**src/hdl/svac_skid.sv**
```systemverilog
// Output register with a one-word skid stage.
`timescale 1ns / 1ps

module svac_skid #(
    parameter int W = 32
) (
    input  logic         clk,
    input  logic         rst_n,
    input  logic         up_valid,
    input  logic [W-1:0] up_data,
    output logic         up_ready,
    output logic         out_valid,
    input  logic         out_ready,
    output logic [W-1:0] out_data
);

    logic         out_v_reg, out_v_next;
    logic         skid_v_reg, skid_v_next;
    logic [W-1:0] out_d_reg, out_d_next;
    logic [W-1:0] skid_d_reg, skid_d_next;

    assign up_ready = !skid_v_reg;

    always_comb
    begin
        out_v_next  = out_v_reg;
        skid_v_next = skid_v_reg;
        out_d_next  = out_d_reg;
        skid_d_next = skid_d_reg;
        if (!out_v_reg || out_ready)
        begin
            if (skid_v_reg)
            begin
                out_d_next  = skid_d_reg;
                out_v_next  = 1'b1;
                skid_v_next = 1'b0;
            end
            else
            begin
                out_d_next = up_data;
                out_v_next = up_valid;
            end
        end
        else if (up_valid && !skid_v_reg)
        begin
            skid_d_next = up_data;
            skid_v_next = 1'b1;
        end
    end

    always_ff @(posedge clk or negedge rst_n)
    begin
        if (!rst_n)
        begin
            out_v_reg  <= 1'b0;
            skid_v_reg <= 1'b0;
        end
        else
        begin
            out_v_reg  <= out_v_next;
            skid_v_reg <= skid_v_next;
        end
    end

    always_ff @(posedge clk)
    begin
        out_d_reg  <= out_d_next;
        skid_d_reg <= skid_d_next;
    end

    assign out_valid = out_v_reg;
    assign out_data  = out_d_reg;

endmodule

```
**config.mk**
```make
export PLATFORM = sky130hd
export DESIGN_NAME = svac_skid
export DESIGN_NICKNAME = d
export VERILOG_FILES = /design/src/hdl/svac_skid.sv
export SDC_FILE = /design/constraint.sdc
export NUM_CORES = 1
export LEC_CHECK = 0
export ABC_CLOCK_PERIOD_IN_PS = 5900
export BUFFER_PORTS_ARGS = -buffer_cell sky130_fd_sc_hd__buf_4
export CAP_MARGIN = 20
export CORE_UTILIZATION = 55
export CTS_BUF_LIST = sky130_fd_sc_hd__clkbuf_16
export CTS_CLUSTER_DIAMETER = 30
export DETAILED_ROUTE_END_ITERATION = 6
export PLACE_DENSITY = 0.85
export SLEW_MARGIN = 20
export SYNTH_ARGS = -nofsm -noshare
export SYNTH_HDL_FRONTEND = slang
export SYNTH_SLANG_ARGS = --single-unit
```
**constraint.sdc**
```tcl
create_clock -name clk -period 5.9 [get_ports clk]
set_input_delay 1.77 -clock clk [delete_from_list [all_inputs] [get_ports clk]]
set_output_delay 1.77 -clock clk [all_outputs]
set_load 0.01 [all_outputs]
```
# Yosys cells after proc, flatten, opt, wreduce, memory -nomap -nowiden
# Cells that the tools add are included.
[word_totals]
register_bits = 66
in_bits = 36
out_inout_bits = 34
word_cells = 15
[op_classes]
muxes = 4
n_bitwise = 1
reduce_logical = 6
[op_table]
columns = ["cell", "count"]
rows = [
  ["32-bit 2-to-1 mux", 1],
  ["1-bit 2-to-1 mux", 3],
  ["1-bit logical NOT", 2],
  ["2-bit AND reduction", 1],
  ["2-bit nonzero test", 1],
  ["1-bit logical AND", 1],
  ["1-bit logical OR", 1],
  ["1-bit NOT", 1],
]

# Logic depth before layout (Yosys ltp)
[depth]
depth_word = 4
mapped_depth = 4
ltp_nobuf = 2

# Least setup slack after synthesis
# OpenSTA, ideal clock, no wires.
[synth_path]
kind = "input port to flip-flop"
from = "input port out_ready"
to = "register skid_d_reg[0], enable pin"
arrival_ps = 5077
required_ps = 5432
path_slack_ps = 355
path_stages = 2
path_buffers = 0
path_cell_list = "nand2b_1 nor3b_1"
[synth_via]
elab_chain_cells = 3
[synth_rtl]
columns = ["item", "line", "rtl"]
rows = [
  ["from (decl)", "13", "input logic out_ready,"],
  ["1-bit logical OR", "30", "if (!out_v_reg || out_ready)"],
  ["1-bit NOT (no line)", "-", ""],
  ["2-bit AND reduction (no line)", "-", ""],
  ["to (signal assigned)", "68", "skid_d_reg <= skid_d_next;"],
  ["to (decl)", "20", "logic [W-1:0] skid_d_reg, skid_d_next;"],
]
# No other way between the ends.
# A chain may end at the register's enable or synchronous reset.

# Worst setup path in the final report
[layout_path]
from = "register skid_v_reg"
to = "output port up_ready"
[layout_via]
elab_chain_cells = 1
[layout_rtl]
columns = ["item", "line", "rtl"]
rows = [
  ["from (decl)", "18", "logic skid_v_reg, skid_v_next;"],
  ["from (signal assigned)", "61", "skid_v_reg <= skid_v_next;"],
  ["1-bit logical NOT", "22", "assign up_ready = !skid_v_reg;"],
  ["to (decl)", "11", "output logic up_ready,"],
]
# No other way between the ends.

==> results_dict.tcl <==
set metrics [dict create \
    run_status "finished clean" \
    met2_usage_pct 31.2 \
    critPathCaptureType "output pin" \
    clk_root_buffer_cell "clkbuf_16" \
    synthXorXnorAreaFrac_pct 0 \
    cp_slowest_cell "dfrtp_2" \
    ant_nets 0 \
    busiest_layer "met2" \
    synth_top_flop_cell "edfxtp_1" \
    slew_headroom_pct 33.9 \
    ctsResizeCount 0 \
    fin_setup_tns_ps 0 \
    hold_buffers 0 \
    grt_antenna_before_repair 0 \
    critPathArrivalTime_ps 1620 \
    crit_required_ps 4130 \
    dieArea_sq_mm 0.00487 \
    dieHeight_microns 69.8 \
    grt-ovfl-total 0 \
    power.density_mw_per_mm2 354 \
    drive_gt1_share_pct 62.8 \
    num-nets-final 222 \
    syn_area_per_cell_sq_um 23.4 \
    hold_path.class "flop to flop" \
    avgRoutedWirePerCell_microns 17.3 \
    cp_max_fo 35 \
    synth_top_area_share_pct 76.0 \
    synth_edf_count 64 \
    cts_made_buffers 9 \
    fin_crit_ps 3390 \
    numPortBuffers 69 \
    routed_wl_mm 4.22 \
    ir_drop_uv 254 \
    tightest_slew_ps 991 \
    grt_start_max_net_pins 36 \
    fin_crit_sh_pct 57.4 \
    clkTransAtPathRegs_ps 50 \
    fmax_mhz 295 \
    drt-initial-drc-count 64 \
    drc_errors 0 \
    synth_mux_area_share_pct 18.3 \
    num_rows 24 \
    start_kind "flop" \
    rsz0062_at_grt "false" \
    core_sq_mm 0.00438 \
    syn_inst 108 \
    synth_top_cells_by_count "edfxtp_1 (64), mux2_4 (27), mux2_2 (5)" \
    h-tree-depth 3 \
    synth-seq-area-share_pct 78.0 \
    setup.worst_path.class "flop to output pin" \
    ys_ff_latch 66 \
    synth_warnings 0 \
    met3_usage_pct 4.22 \
    drv_slew 0 \
    synth_most_common_cell "edfxtp_1" \
    cts.sinks 66 \
    place_congestion 0.711 \
    n_antenna_cell 0 \
    synth-simple-area-share_pct 0.990 \
    yosysTopAreaCell "edfxtp_1" \
    hold_slack_ps 545 \
    viasPerCell 5.05 \
    netlist-cell-type-count 12 \
    dpl_cell_area_sq_mm 0.00307 \
    slowest_delay_ps 1010 \
    final_area_sq_mm 0.00335 \
    dieWidth_microns 69.8 \
    ios 70 \
    ys_async_sr_fraction_pct 3.03 \
    drt_pass1_iterations 4 \
    cts_tree "built" \
    path_cells "inv_1, buf_4" \
    area_delta_synth_final_pct 32.7 \
    drv_cap 0 \
    start_util_pct 57.7 \
    cts_buffer_depth 2 \
    leakage_nw 1.35 \
    postCtsSetupBuffers 0 \
    finalClockSkew_ps 3.20 \
    grt_pass1_vias 1290 \
    synth_top_family_by_area "multiplexers" \
    final_util_pct 76.5 \
    hold_viol_final 0 \
    synth_compound_area_share_pct 0 \
    setup_violations 0 \
    grtUsageTotal_pct 19.6 \
    grt.met1_usage_pct 24.8 \
    synth.area.top_cells "edfxtp_1 (76%), mux2_4 (16%), mux2_2 (2.2%)" \
    grt_first_pass_wirelength_mm 6.84 \
    synth_adder_area_share_pct 0 \
    syn_nets 144 \
    syn_area_sq_mm 0.00253 \
    insertion_delay_ps 310 \
    vias 1228 \
]
worst paths after layout:
path / startpoint / to / slack [ps] / depth (start not counted)
worst min register to register: skid_d_reg[10]$_DFFE_PP_ / out_data[10]$_DFFE_PP_ / 540 / 1
min in group asynchronous: rst_n / skid_v_reg$_DFFE_PN0P_ / 1230 / 1
worst max-delay path: skid_v_reg$_DFFE_PN0P_ / up_ready / 2510 / 2
worst max register to register: out_valid$_DFFE_PN0P_ / skid_d_reg[6]$_DFFE_PP_ / 4000 / 3
max in group asynchronous: rst_n / skid_v_reg$_DFFE_PN0P_ / 4570 / 1
worst min-delay path: skid_d_reg[10]$_DFFE_PP_ / out_data[10]$_DFFE_PP_ / 540 / 1
cell type report:
type | instances | area (sq um)
timing repair buffer | 71 | 533
fill | 250 | 1030
sequential | 66 | 1970
multi-input combinational | 37 | 494
clock buffer | 9 | 225
inverter | 1 | 3.75
tap | 52 | 65.1
clock inverter | 7 | 60.1
layer usage:
metal,vias up,share of wire [%],wire (microns)
met4,0,1.7,70
met3,6,4.5,189
met5,-,0,0
met2,45,51,2160
met1,599,43,1800
li1,578,-,-
layout by cell type (no fill, tap or decap):
master	instances
buf_4	71
bufinv_16	1
clkbuf_16	9
clkinv_1	2
clkinv_2	3
clkinvlp_4	1
dfrtp_1	1
dfrtp_2	1
edfxtp_1	64
inv_1	1
mux2_2	5
mux2_4	27
nand2_1	1
nand2b_2	1
nor2_1	2
nor3b_2	1
critical path: cells and delay by family, from the launching register on:
| family | cells | cell delay [ps] |
|---|---|---|
| buf+inv | 2 | 280 |
| flops | 1 | 1010 |
kinds of logic after synthesis:
| kind of cell | count (synthesis) |
|---|---|
| buffers and inverters | 5 |
| DFF | 66 |
| muxes | 32 |
| and+or+nand+nor | 5 |
through the flow:
step                std cells  total power [mW]  setup WS [ps]
floorplan                 108             0.640            355
global placement          227             0.693           2500
detailed placement        227             0.699           2350
CTS                       243              1.20           2500
global route              243              1.23           2410
finish                    243              1.19           2510
where the power goes:
| part | internal (mW) | total, mW | switching, mW |
|---|---|---|---|
| registers | 0.555 | 0.573 | 0.0176 |
| clock network | 0.321 | 0.500 | 0.179 |
| logic | 0.0712 | 0.115 | 0.0441 |
| total | 0.947 | 1.19 | 0.241 |
No activity file was read; power rests on OpenSTA's default activity.
