**src/hdl/svac_divider.sv**
```systemverilog
// Pipelined restoring divider, one quotient bit per stage, with sideband payload.
`timescale 1ns / 1ps

module svac_divider #(
    parameter int DW = 32,
    parameter int VW = 16,
    parameter int SW = 1
) (
    input  logic          clk,
    input  logic          rst_n,
    input  logic          en,
    input  logic          in_valid,
    input  logic [DW-1:0] dividend,
    input  logic [VW-1:0] divisor,
    input  logic [SW-1:0] side_in,
    output logic          out_valid,
    output logic [DW-1:0] quotient,
    output logic [VW-1:0] remainder,
    output logic [SW-1:0] side_out
);

    logic [DW-1:0] vld_reg;
    logic [DW-1:0] dvd_reg  [0:DW-1];
    logic [VW-1:0] rem_reg  [0:DW-1];
    logic [SW-1:0] side_reg [0:DW-1];

    logic          stg_vld  [0:DW];
    logic [DW-1:0] stg_dvd  [0:DW];
    logic [VW-1:0] stg_rem  [0:DW];
    logic [SW-1:0] stg_side [0:DW];

    assign stg_vld[0]  = in_valid;
    assign stg_dvd[0]  = dividend;
    assign stg_rem[0]  = '0;
    assign stg_side[0] = side_in;

    genvar i;
    generate
        for (i = 0; i < DW; i++)
        begin : g_stage
            logic [VW:0] trial;
            logic [VW:0] diff;
            logic        ge;

            assign trial = {stg_rem[i], stg_dvd[i][DW-1]};
            assign ge    = trial >= {1'b0, divisor};
            assign diff  = trial - {1'b0, divisor};

            always_ff @(posedge clk or negedge rst_n)
            begin
                if (!rst_n)
                begin
                    vld_reg[i] <= 1'b0;
                end
                else if (en)
                begin
                    vld_reg[i] <= stg_vld[i];
                end
            end

            always_ff @(posedge clk)
            begin
                if (en)
                begin
                    dvd_reg[i]  <= {stg_dvd[i][DW-2:0], ge};
                    rem_reg[i]  <= ge ? diff[VW-1:0] : trial[VW-1:0];
                    side_reg[i] <= stg_side[i];
                end
            end

            assign stg_vld[i+1]  = vld_reg[i];
            assign stg_dvd[i+1]  = dvd_reg[i];
            assign stg_rem[i+1]  = rem_reg[i];
            assign stg_side[i+1] = side_reg[i];
        end
    endgenerate

    assign out_valid = stg_vld[DW];
    assign quotient  = stg_dvd[DW];
    assign remainder = stg_rem[DW];
    assign side_out  = stg_side[DW];

endmodule

```
**config.mk**
```make
export PLATFORM = sky130hd
export DESIGN_NAME = svac_divider
export DESIGN_NICKNAME = d
export VERILOG_FILES = /design/src/hdl/svac_divider.sv
export SDC_FILE = /design/constraint.sdc
export NUM_CORES = 2
export LEC_CHECK = 0
export BUFFER_PORTS_ARGS = -buffer_cell sky130_fd_sc_hd__buf_4
export CAP_MARGIN = 20
export CORE_UTILIZATION = 50
export DETAILED_ROUTE_END_ITERATION = 10
export GPL_ROUTABILITY_DRIVEN = 0
export HOLD_SLACK_MARGIN = 0.12
export PLACE_DENSITY = 0.65
export REMOVE_ABC_BUFFERS = 1
export SLEW_MARGIN = 0
export SYNTH_ARGS = -nofsm -noshare
export SYNTH_HDL_FRONTEND = slang
export SYNTH_SLANG_ARGS = --single-unit
```
**constraint.sdc**
```tcl
create_clock -name clk -period 2.9 [get_ports clk]
set_clock_uncertainty 0.2 [all_clocks]
set_input_delay 0.29 -clock clk [delete_from_list [all_inputs] [get_ports clk]]
set_output_delay 0.29 -clock clk [all_outputs]
set_load 0.1 [all_outputs]
```
# Yosys cells after proc, flatten, opt, wreduce, memory -nomap -nowiden

Memory sizes are Yosys's and may differ from the RTL's.
Cells that the tools add are included.

Add/sub/neg operators: 32
Magnitude comparators: 32
Multiplexer cells: 34

Operator list:

| cell             | count |
|---|---|
| $ge A17 B16 Y1   | 31 |
| $mux W16         | 32 |
| $sub A16 B16 Y16 | 31 |
| $ge A1 B16 Y1    | 1 |
| $sub A1 B16 Y16  | 1 |
| $mux W1          | 2 |

Bits in registers: 32
Memory bits (writable): 1568
Input port bits: 53
Memories: 3

Memories:

| memory   | words | width | read ports | clocked after Yosys merged registers in | write ports | RTL line | source |
|---|---|---|---|---|---|---|---|
| dvd_reg  | 32    | 32    | 32         | 0                                       | 32          | 23       | `logic [DW-1:0] dvd_reg [0:DW-1];` |
| rem_reg  | 32    | 16    | 32         | 0                                       | 32          | 24       | `logic [VW-1:0] rem_reg [0:DW-1];` |
| side_reg | 32    | 1     | 32         | 0                                       | 32          | 25       | `logic [SW-1:0] side_reg [0:DW-1];` |

# Logic depth before layout (Yosys ltp)

An unclocked memory read counts as a cell.

Depth in word-level cells: 3
Depth in mapped cells: 13
Depth with buffers taken out: 11

# Worst setup path after synthesis

OpenSTA, ideal clock, no wires.

Kind: input -> register
From: in divisor[1]
To: mem rem_reg[5][8] (netlist: rem_reg[1][24]) (data pin)
Setup time: 0.260 ns
Data arrival time: 3.540 ns
Required time: 2.440 ns
Slack: -1.101 ns
Stages: 12
Path buffers: 2
Cell sequence: clkbuf_1 inv_1 ha_1 nor2b_1 o31a_1 o31a_1 o21ai_2 a31o_1 a21oi_1 a2111oi_4 buf_6 mux2_4

RTL lines:

| item        | RTL line | source |
|---|---|---|
| from (decl) | 14       | `input logic [VW-1:0] divisor,` |
| to (decl)   | 24       |  |

==> summary.md <==
| Metric | Value |
|---|---|
| Logic pwr share | between 40% and 50% |
| Drt pass-1 iters | 6 |
| Ant. Diodes | 0 |
| Post-Route Setup TNS | -24020 ps |
| P_leak | about 40 nW |
| Most frequent cells in the layout | 1568 x edfxtp_1, 1420 x buf_4, 416 x ha_1 |
| Kind of critical path | flop to flop |
| DR vias | approximately 52000 |
| Failing checks | negative setup slack |
| Max reg flops | 1024 |
| Height of the die | just under 400 um |
| Register area share after synthesis | 62.2% |
| Sequential power share | 31.7% |
| Part of the power in the clock network | between 10% and 20% |
| # DRC | 0 |
| Non-Filler Instances | approximately 9500 |
| Final Max Tran Viols | 0 |
| Clock root buffer | clkbuf_16 |
| H-tree depth | 4 |
| Layout cells sized above 1 | between 30% and 40% |
| Kind of end point of the critical path | flop |
| Latest clock arrival within the worst-skew pair | about 830 ps |
| Total clock buffers created by CTS | 172 |
| Syn-to-layout area delta | 33.7% |
| DRT iter0 DRCs | ~3500 |
| Netlist cell types | 88 |
| Total of max-cap violations | 0 |
| Outcome | finished, violations left |
| Setup-failing EPs final | 202 |
| YS warnings | 0 |
| Switching Share | 33.6% |
| Period minus WS final | 3290 ps |
| Post-Syn Area per Cell | 13.7 um^2 |
| R2R Setup Slk | -390 ps |
| Most common cell after layout, fill and taps aside | edfxtp_1 |
| Initial antenna violation count | 2 |
| PortBufs | 102 |
| Largest net degree at the start of global routing | 99 |
| DPL Wire Length | around 120000 um |
| DR vias/cell | between 5 and 6 |
| Cells after Synth | between 5000 and 6000 |
| WP data arrival | roughly 3700 ps |
| WL/cell | roughly 19 um |
| Antenna-violating nets left | 0 |
| I/O pin cnt | about 100 |
| Asr flop ratio synth | ~2.0% |
| Worst VDD drop | 605 uV |
| Die area | 155000 um^2 |
| Highest clock rate | 0.304 GHz |
| NetSw | approximately 0.038 W |
| Rows | approximately 140 |
| First-pass GRT wire length | about 270000 um |
| Final Hold Fails | 0 |
| #FFs+latches synth | 1600 |
| Post-synth top flop | edfxtp_1 |
| Remaining global-route overflow | 0 |
| Hold path cells | 0 |
| R2R cell count | 11 |
| Final worst slack | -392 ps |
| Worst-margin pin slew | 827 ps |
| CTS Sinks | 1600 |
| WP data required | about 3300 ps |
| Deepest clock path buffer count | 3 |
| NumNets Final | between 7000 and 8000 |
| Gr usage total | ~22% |
| Vias in the first global route | ~52000 |
| Slew headroom | ~43% |
| Highest net fanout along the worst path | 3 |
| Placed Instances | ~8900 |
| DP Area | 90500 um^2 |
| Type of the worst min-delay path | flop to flop |
| Core Footprint | around 150000 um^2 |
| Fin area | 103000 um^2 |
| Post-Syn Area | just under 80000 um^2 |
| DIE WIDTH | 394 um |
| Number of synthesized flops with an enable pin | roughly 1600 |
| Pwr Density | 1100 nW/um^2 |
| CTS clk-pin slew, worst paths | approximately 60 ps |
| Internal power | 0.0754 W |
| CTS tree | yes |
| Starting density of the core | between 50% and 60% |
| Final period util | 114% |
| DRT Wirelength | 178000 um |
| Startpoint Class | flop |
| RSZ-0062 raised after global routing | yes |
path summary, 6_finish.rpt:
kind,startpoint,end
max,rem_reg[6][32]$_DFFE_PP_,rem_reg[6][63]$_DFFE_PP_
min,dvd_reg[7][6]$_DFFE_PP_,dvd_reg[7][39]$_DFFE_PP_
max reg2reg,rem_reg[6][32]$_DFFE_PP_,rem_reg[6][63]$_DFFE_PP_
min reg2reg,dvd_reg[7][6]$_DFFE_PP_,dvd_reg[7][39]$_DFFE_PP_
max in group asynchronous,rst_n,stg_vld[12]$_DFFE_PN0P_
min in group asynchronous,rst_n,stg_vld[8]$_DFFE_PN0P_
power by group through the flow:
stage | Combinational, W | Sequential [W] | Clock, W
floorplan | 0.0278 | 0.0357 | 0
global placement | 0.0448 | 0.0363 | 0
detailed placement | 0.0460 | 0.0363 | 0
CTS | 0.0509 | 0.0359 | 0.0226
global route | 0.0601 | 0.0364 | 0.0235
finish | 0.0554 | 0.0360 | 0.0220
per-layer routing:
| layer | up-vias | part of all wire, % | track usage, % |
|---|---|---|---|
| li1 | 25129 | - | - |
| met1 | 25555 | 44 | 29.4 |
| met2 | 1257 | 48 | 36.4 |
| met3 | 371 | 4.9 | 3.56 |
| met4 | 2 | 3.5 | 8.46 |
| met5 | - | 0.0067 | 0 |
synth_stat cells, types with 9 or more instances:
cell | n | area [um^2]
a2111oi_0 | 21 | 184
a211o_1 | 16 | 140
a211oi_1 | 47 | 353
a21boi_0 | 29 | 218
a21o_1 | 95 | 713
a21oi_1 | 347 | 1740
a31oi_1 | 34 | 213
a41oi_1 | 12 | 105
and2_1 | 16 | 100
and3_1 | 25 | 156
and4_1 | 10 | 87.6
buf_2 | 11 | 55.1
buf_4 | 40 | 300
clkbuf_1 | 52 | 195
dfrtp_1 | 32 | 801
edfxtp_1 | 1568 | 47100
fa_1 | 31 | 621
ha_1 | 498 | 6230
inv_1 | 186 | 698
mux2_2 | 289 | 3250
mux2i_1 | 49 | 490
nand2_1 | 327 | 1230
nand2b_1 | 67 | 419
nand3_1 | 83 | 415
nand4_1 | 67 | 419
nor2_1 | 320 | 1200
nor2b_1 | 93 | 582
nor3_1 | 94 | 470
nor4_1 | 28 | 175
o2111ai_1 | 9 | 78.8
o211ai_1 | 19 | 143
o21a_1 | 108 | 811
o21ai_0 | 333 | 1670
o21ai_1 | 9 | 45.0
o21bai_1 | 28 | 210
o31a_1 | 52 | 455
o31ai_1 | 40 | 300
o41ai_1 | 10 | 87.6
or2_2 | 20 | 125
or3_1 | 31 | 194
xnor2_1 | 195 | 1710
xor2_1 | 129 | 1130
through the flow:
stage               worst slack, ps  hold slack, ps  utilization, %  power [W]
floorplan                     -1880            -206               -     0.0635
global route                   -386             193            67.5      0.120
detailed placement             -832            47.6            59.4     0.0823
CTS                            -286             152            65.6      0.109
global placement               -719            38.4            59.4     0.0810
finish                         -392             195            67.5      0.113
cells by family after synthesis:
logic type / synth area share, %
XOR/XNOR: 3.69
AND/OR/NAND/NOR: 7.56
buffers and inverters: 1.74
adder cells (fa/ha/maj): 8.90
flip-flops: 62.2
AO/OA/AOI/OAI: 10.8
multiplexers: 5.03
worst max-delay path, cell delays in order (launching register included):
cell and delay [ps]:
edfxtp_1 430, ha_4 240, nor2b_4 120, o211ai_1 210
a32oi_2 200, buf_4 180, a2111oi_4 340, buf_4 190
a2bb2oi_2 170, nor3b_1 350, a2111oi_0 150, a32o_1 250
repair_timing:
item / CTS / global route
buffers inserted: 87 / 124
setup endpoints to repair: 405 / 477
pin swaps: 105 / 194
hold endpoints to repair: 671 / 17
hold buffers: 98 / 5
resized for setup: 389 / 472
cloned: 16 / 10
layout make-up:
cell class	instances	area, um^2
multi-input combinational	3705	31200
clock inverter	112	1280
timing repair buffer	1699	14800
tap	2030	2540
sequential	1600	47900
fill	10673	49400
inverter	186	713
clock buffer	205	4470
No activity file was read; power rests on OpenSTA's default activity.
