==> config.mk <==
export PLATFORM = sky130hd
export DESIGN_NAME = svac_weight
export DESIGN_NICKNAME = d
export VERILOG_FILES = /design/src/hdl/svac_pkg.sv /design/src/hdl/svac_weight.sv
export SDC_FILE = /design/constraint.sdc
export NUM_CORES = 2
export LEC_CHECK = 0
export ABC_CLOCK_PERIOD_IN_PS = 3820
export BUFFER_PORTS_ARGS = -buffer_cell sky130_fd_sc_hd__buf_2
export CAP_MARGIN = 10
export CORE_MARGIN = 1.5
export CORE_UTILIZATION = 65
export DETAILED_ROUTE_END_ITERATION = 8
export GPL_TIMING_DRIVEN = 0
export MAX_ROUTING_LAYER = met4
export PLACE_DENSITY = 0.84
export SYNTH_ARGS = -nofsm -noshare
export SYNTH_HDL_FRONTEND = slang
export SYNTH_SLANG_ARGS = --single-unit
==> constraint.sdc <==
create_clock -name clk -period 3.82 [get_ports clk]
set_input_delay 0.382 -clock clk [delete_from_list [all_inputs] [get_ports clk]]
set_output_delay 0.382 -clock clk [all_outputs]
set_load 0.01 [all_outputs]
==> src/hdl/svac_pkg.sv <==
// Shared types and register indexes for the strided view address unit.
`timescale 1ns / 1ps

package svac_pkg;

    localparam int COORD_W = 16;
    localparam int LIN_W   = 32;
    localparam int CFG_W   = 32;
    localparam int OUT_W   = 32;

    // configuration register indexes
    localparam logic [2:0] REG_VIEW_DIMS   = 3'd0;
    localparam logic [2:0] REG_IS_VIEW     = 3'd1;
    localparam logic [2:0] REG_EXTENT_1    = 3'd2;
    localparam logic [2:0] REG_EXTENT_2    = 3'd3;
    localparam logic [2:0] REG_STRIDE_0    = 3'd4;
    localparam logic [2:0] REG_STRIDE_1    = 3'd5;
    localparam logic [2:0] REG_STRIDE_2    = 3'd6;
    localparam logic [2:0] REG_BASE_OFFSET = 3'd7;

    localparam logic KIND_LINEAR = 1'b0;
    localparam logic KIND_COORD  = 1'b1;

    typedef struct packed {
        logic [1:0] dims;
        logic       is_view;
    } svac_ctl_t;

    typedef struct packed {
        logic               kind;
        logic [COORD_W-1:0] c0;
        logic [COORD_W-1:0] c1;
        logic [COORD_W-1:0] c2;
    } svac_side_t;

    typedef struct packed {
        svac_side_t         side;
        logic [COORD_W-1:0] r1;
    } svac_side2_t;

endpackage

==> src/hdl/svac_weight.sv <==
// Coordinate select, stride weighting and base add, three register stages.
`timescale 1ns / 1ps

module svac_weight
    import svac_pkg::*;
#(
    parameter int AW = 32
) (
    input  logic               clk,
    input  logic               rst_n,
    input  logic               en,
    input  logic               in_valid,
    input  svac_ctl_t          ctl,
    input  svac_side_t         side,
    input  logic [LIN_W-1:0]   q2,
    input  logic [COORD_W-1:0] r2,
    input  logic [COORD_W-1:0] r1,
    input  logic [CFG_W-1:0]   stride_0,
    input  logic [CFG_W-1:0]   stride_1,
    input  logic [CFG_W-1:0]   stride_2,
    input  logic [CFG_W-1:0]   base_offset,
    output logic               out_valid,
    output logic [OUT_W-1:0]   addr
);

    logic [2:0]         vld_reg;
    logic [AW-1:0]      p0_reg, p1_reg, p2_reg;
    logic [AW-1:0]      p0_next, p1_next, p2_next;
    logic [AW-1:0]      s01_reg, s2b_reg, sum_reg;
    logic [LIN_W-1:0]   c0;
    logic [COORD_W-1:0] c1, c2;
    logic               pass;
    logic               use1, use2;

    always_comb
    begin
        pass = (side.kind == KIND_LINEAR) && !ctl.is_view;
        use1 = !pass && (ctl.dims >= 2'd2);
        use2 = !pass && (ctl.dims == 2'd3);
        if (side.kind == KIND_COORD)
        begin
            c0 = LIN_W'(side.c0);
            c1 = side.c1;
            c2 = side.c2;
        end
        else
        begin
            // outer quotient is dim 0; inner remainder is the innermost dim
            c0 = q2;
            c1 = (ctl.dims == 2'd3) ? r2 : r1;
            c2 = r1;
        end
        p0_next = pass ? c0[AW-1:0] : c0[AW-1:0] * stride_0[AW-1:0];
        p1_next = use1 ? AW'(c1) * stride_1[AW-1:0] : '0;
        p2_next = use2 ? AW'(c2) * stride_2[AW-1:0] : '0;
    end

    always_ff @(posedge clk or negedge rst_n)
    begin
        if (!rst_n)
        begin
            vld_reg <= '0;
        end
        else if (en)
        begin
            vld_reg <= {vld_reg[1:0], in_valid};
        end
    end

    always_ff @(posedge clk)
    begin
        if (en)
        begin
            p0_reg  <= p0_next;
            p1_reg  <= p1_next;
            p2_reg  <= p2_next;
            s01_reg <= p0_reg + p1_reg;
            s2b_reg <= p2_reg + base_offset[AW-1:0];
            sum_reg <= s01_reg + s2b_reg;
        end
    end

    assign out_valid = vld_reg[2];
    assign addr      = OUT_W'(sum_reg);

endmodule

# After elaboration in Yosys (flattened, before gate mapping)
# Cells that the tools add are included.
# totals
register_bits	195
elab_cells	26
# op_classes
n_eq_ne	1
muxes	5
reduce_logical	5
bitwise	1
n_mul	3
addsub	3
magnitude_cmp	1
# op_table
cell	n
$add A32 B32 Y32	3
$mul A16 B32 Y32	2
$mux W32	2
$mux W16	3
$mul A32 B32 Y32	1
$logic_and A1 B1 Y1	3
$eq A2 B2 Y1 const B	1
$ge A2 B2 Y1 const B	1
$logic_not A1 Y1	2
$not A1 Y1	1

# Depth between registers and ports, before layout
# depth
depth_word	4
ltp_mapped	31
depth_no_buf	27

# Worst setup path before layout
# No wires, ideal clock.
# synth_timing
path_type	input to register
start	in side[48] in the netlist's numbering
end	reg p0_reg[30], data pin
path_buffers	5
cell_stages	30
path_slack_ns	-4.114
arrival_time_ns	7.675
cell_sequence	buf_2 > buf_4 > buf_2 > buf_2 > clkbuf_1 > nor2b_1 > and2_1 > fa_1 > inv_1 > fa_1 > fa_1 > fa_1 > inv_1 > fa_1 > inv_1 > fa_1 > inv_1 > fa_1 > fa_1 > ha_1 > a21o_1 > a21o_1 > a21o_1 > nand3_1 > a41oi_1 > o21a_1 > nor2_1 > o21ai_0 > a21o_1 > a211o_1
# synth_between
elab_chain_cells	3
# synth_lines
item	line	rtl
start: declaration	svac_weight.sv:14	input svac_side_t side,
$mux W32 / $not A1 Y1 (equally long branches)	svac_weight.sv:40, svac_weight.sv:37	
$mul A32 B32 Y32 / $logic_and A1 B1 Y1 (equally long branches)	svac_weight.sv:53, svac_weight.sv:37	
$mux W32 (*)	svac_weight.sv:53	p0_next = pass ? c0[AW-1:0] : c0[AW-1:0] * stride_0[AW-1:0];
named net p0_next[30]	svac_weight.sv:28	logic [AW-1:0] p0_next, p1_next, p2_next;
end signal: assignment	svac_weight.sv:74	p0_reg <= p0_next;
end: declaration	svac_weight.sv:27	logic [AW-1:0] p0_reg, p1_reg, p2_reg;
# The timed path passes the listed nets; every way through them passes the cells marked *.
# A chain may end at the register's enable or synchronous reset.

# Worst setup path after layout
# layout_timing
start	in side[48] in the netlist's numbering
end	reg p0_reg[31], data pin
# The elaborated chain is that of the path after synthesis.

==> results by group <==
Detailed routing
  • Via count: 41500
  • Met1 Wirelength: 61000 µm
  • Final WL: 164000 µm
  • Drc violations: 0
  • Drt first pass iters: 6
  • Metal2 WL: 73100 µm
  • ANT nets after route: 0
  • Top Metal Used: met4
  • Drt first-iter violations: 4194
  • Via/cell ratio: 6.05
  • Wire length on met3: 20900 µm
  • Routed WL per cell: 23.9 µm

Floorplanning
  • Core box area: 75800 µm²
  • # IOs: 281
  • Die width: 280 µm
  • FP Rows: 101
  • Die H: 280 µm
  • Starting Density: 65.6%
  • Die area: 78200 µm²

Yosys
  • Register area share after synthesis: 11.7%
  • EDFF count, synth: 192
  • Synth cell types: 80
  • Leading area contributor after synthesis: fa_1
  • Async S/R FF share, synth: 1.54%
  • Share of the synthesized area in the top cell type: 41.0%
  • Most frequent cell after synthesis: inv_1
  • Commonest cells post-synth: 1045 x inv_1, 1019 x fa_1, 895 x nand2_1, 465 x and2_1, 346 x ha_1
  • Post-synthesis register bit count: 195
  • Yosys Warn Count: 0
  • Mapped Nets: 6990
  • Synth area leaders: fa_1 41%, edfxtp_1 12%, ha_1 8.7%
  • Synth Cell Area: 49700 µm²
  • Post-Syn Instances: 5377
  • Post-Syn Area per Cell: 9.25 µm²
  • Top_reg_cell synth: edfxtp_1

Setup path
  • Capturing point of the worst reg2reg path: s2b_reg[30]
  • CP startpoint: side[48]
  • CP startpoint kind: input pin
  • Arr. time, crit path: 7.63 ns
  • Reg-to-reg slack, setup: 0.28 ns
  • WP data required: 3.97 ns
  • Reg2reg start: p2_reg[0]
  • Worst Setup Path Type: input pin to register
  • Critical path fanouts, max: 6
  • CP endpoint: p0_reg[31]
  • R2R depth: 13
  • CP Capture Type: register

Global route
  • Pin count of the biggest net entering global routing: 114
  • Grt total ovfl: 0
  • GRT Overall Usage: 43.1%
  • Vias in the first global route: 42800
  • Antenna violations before repair: 7
  • Global-route wire length before repair: 244000 µm

Timing
  • Final Setup Violations: 83
  • Minimum clock period: 7.48 ns
  • Fin. max-slew vios: 0
  • Worst Skew: 0.0112 ns
  • Fin Hold WS: 0.178 ns
  • Fin. Hold Viols: 0
  • RSZ-0062 raised after global routing: true
  • Setup ws final: -3.66 ns
  • Fmax: 0.134 GHz
  • Slew HR: 33.1%
  • Part of the cycle the worst path needs: 196%
  • Worst slew pin tran: 1.00 ns

Place
  • IO Port Bufs: 268
  • RePlAce Congestion: 1.04
  • Pre-CTS WS: -4.75 ns
  • Detailed placement HPWL: 128000 µm

Clock tree
  • Htree depth: 4
  • Clock-pin slew on the worst setup and hold paths: 0.07 ns
  • Clock sinks: 195
  • Skew-Pair Late Insertion Delay: 0.44 ns
  • Root buffer cell: clkbuf_16
  • Clock Path Buffers: 2
  • Total CTS buffers: 17
  • CTS tree: built

Job
  • Max Cap Viol: 0

Cells and area
  • Final #Nets: 7475
  • Layout cells sized above 1: 18.6%
  • Finished Core Util: 77.2%
  • Synth-to-layout area growth: 17.7%

Status
  • Status: finished with violations
  • Failing checks: negative setup slack

Hold path
  • Hold Path Class: input pin to register
==> stage by stage <==
step,std cells,instance area (µm²),TNS [ns]
6_report,6863,58500,-213.37
5_1_grt,6858,58500,-223.24
4_1_cts,6791,56900,-196.34
3_5_place_dp,6624,53800,-267.10
3_3_place_gp,6623,53800,-262.91
2_1_floorplan,5377,51200,-172.17
==> what timing repair did <==
item	4_1_cts	5_1_grt
setup buffers	132	68
hold buffers	1	0
gates resized for setup	320	289
pin swaps	168	200
endpoints found under the hold margin	3	0
endpoints found under the setup margin	85	89
gates cloned	5	2
==> worst max-delay path, stage by stage <==
cell	delay, ns
buf_12	0.11
buf_12	0.14
buf_16	0.17
buf_12	0.14
buf_12	0.13
clkbuf_16	0.16
nor2b_2	0.36
nand2_1	0.16
fa_1	0.56
inv_1	0.05
fa_1	0.48
inv_1	0.06
fa_1	0.52
fa_1	0.55
inv_1	0.05
fa_1	0.49
fa_1	0.59
fa_1	0.48
fa_1	0.61
ha_4	0.24
a21oi_2	0.17
o21ai_2	0.10
o41ai_4	0.41
o21ai_1	0.13
xnor2_1	0.20
o21ai_1	0.11
==> cells in the final DEF (no fill, tap or decap), drive strengths merged, types with 13 or more instances in the layout <==
cell type / count
a21oi: 141
nor2b: 91
nor3: 26
and3: 20
xnor2: 192
nand3: 41
a211oi: 15
a31oi: 22
mux2: 32
nand2b: 23
and2: 465
mux2i: 13
nand4: 13
nor2: 138
clkbuf: 195
inv: 1050
xor2: 79
o21ai: 92
buf: 515
o21bai: 19
a21o: 65
nand2: 896
ha: 346
edfxtp: 192
o21a: 25
fa: 1019
==> area by class of cell <==
class,instances,area (µm²)
multi-input cells,3909,41800
fillers,5007,17300
flip-flops and latches,195,5840
inverters,1045,3930
repair buffers,472,3300
plain buffers,222,1780
well taps,978,1220
clock buffers,17,425
clock inverters,15,169
diodes,10,25.0
==> cells by family (layout without fill, tap and decap cells) <==
group / after synthesis / after routing / share of synthesized area [%]
compound gates: 472 / 473 / 6.30
xor+xnor: 271 / 271 / 4.77
fa+ha+maj: 1365 / 1365 / 49.7
buf+inv: 1274 / 1771 / 9.66
flops: 195 / 195 / 11.7
mux: 45 / 45 / 0.986
other cells: 0 / 10 / 0
simple gates: 1755 / 1755 / 16.8
==> how the worst min path moves through the flow <==
stage               depth (start not counted)     start          to
floorplan                                   0     rst_n  vld_reg[0]
global placement                            1     rst_n  vld_reg[0]
detailed placement                          1     rst_n  vld_reg[0]
CTS                                         2  in_valid  vld_reg[0]
global route                                2  in_valid  vld_reg[0]
finish                                      2  in_valid  vld_reg[0]
==> routing by layer <==
| layer | vias up | global-route usage [%] |
|---|---|---|
| li1 | 17400 | - |
| met1 | 20900 | 56.6 |
| met2 | 2672 | 63.2 |
| met3 | 636 | 11.3 |
| met4 | 0 | 19.5 |
| met5 | - | - |
Power is not shown: default switching activity piles up to over one toggle a cycle in this logic, so the estimate is an artifact.
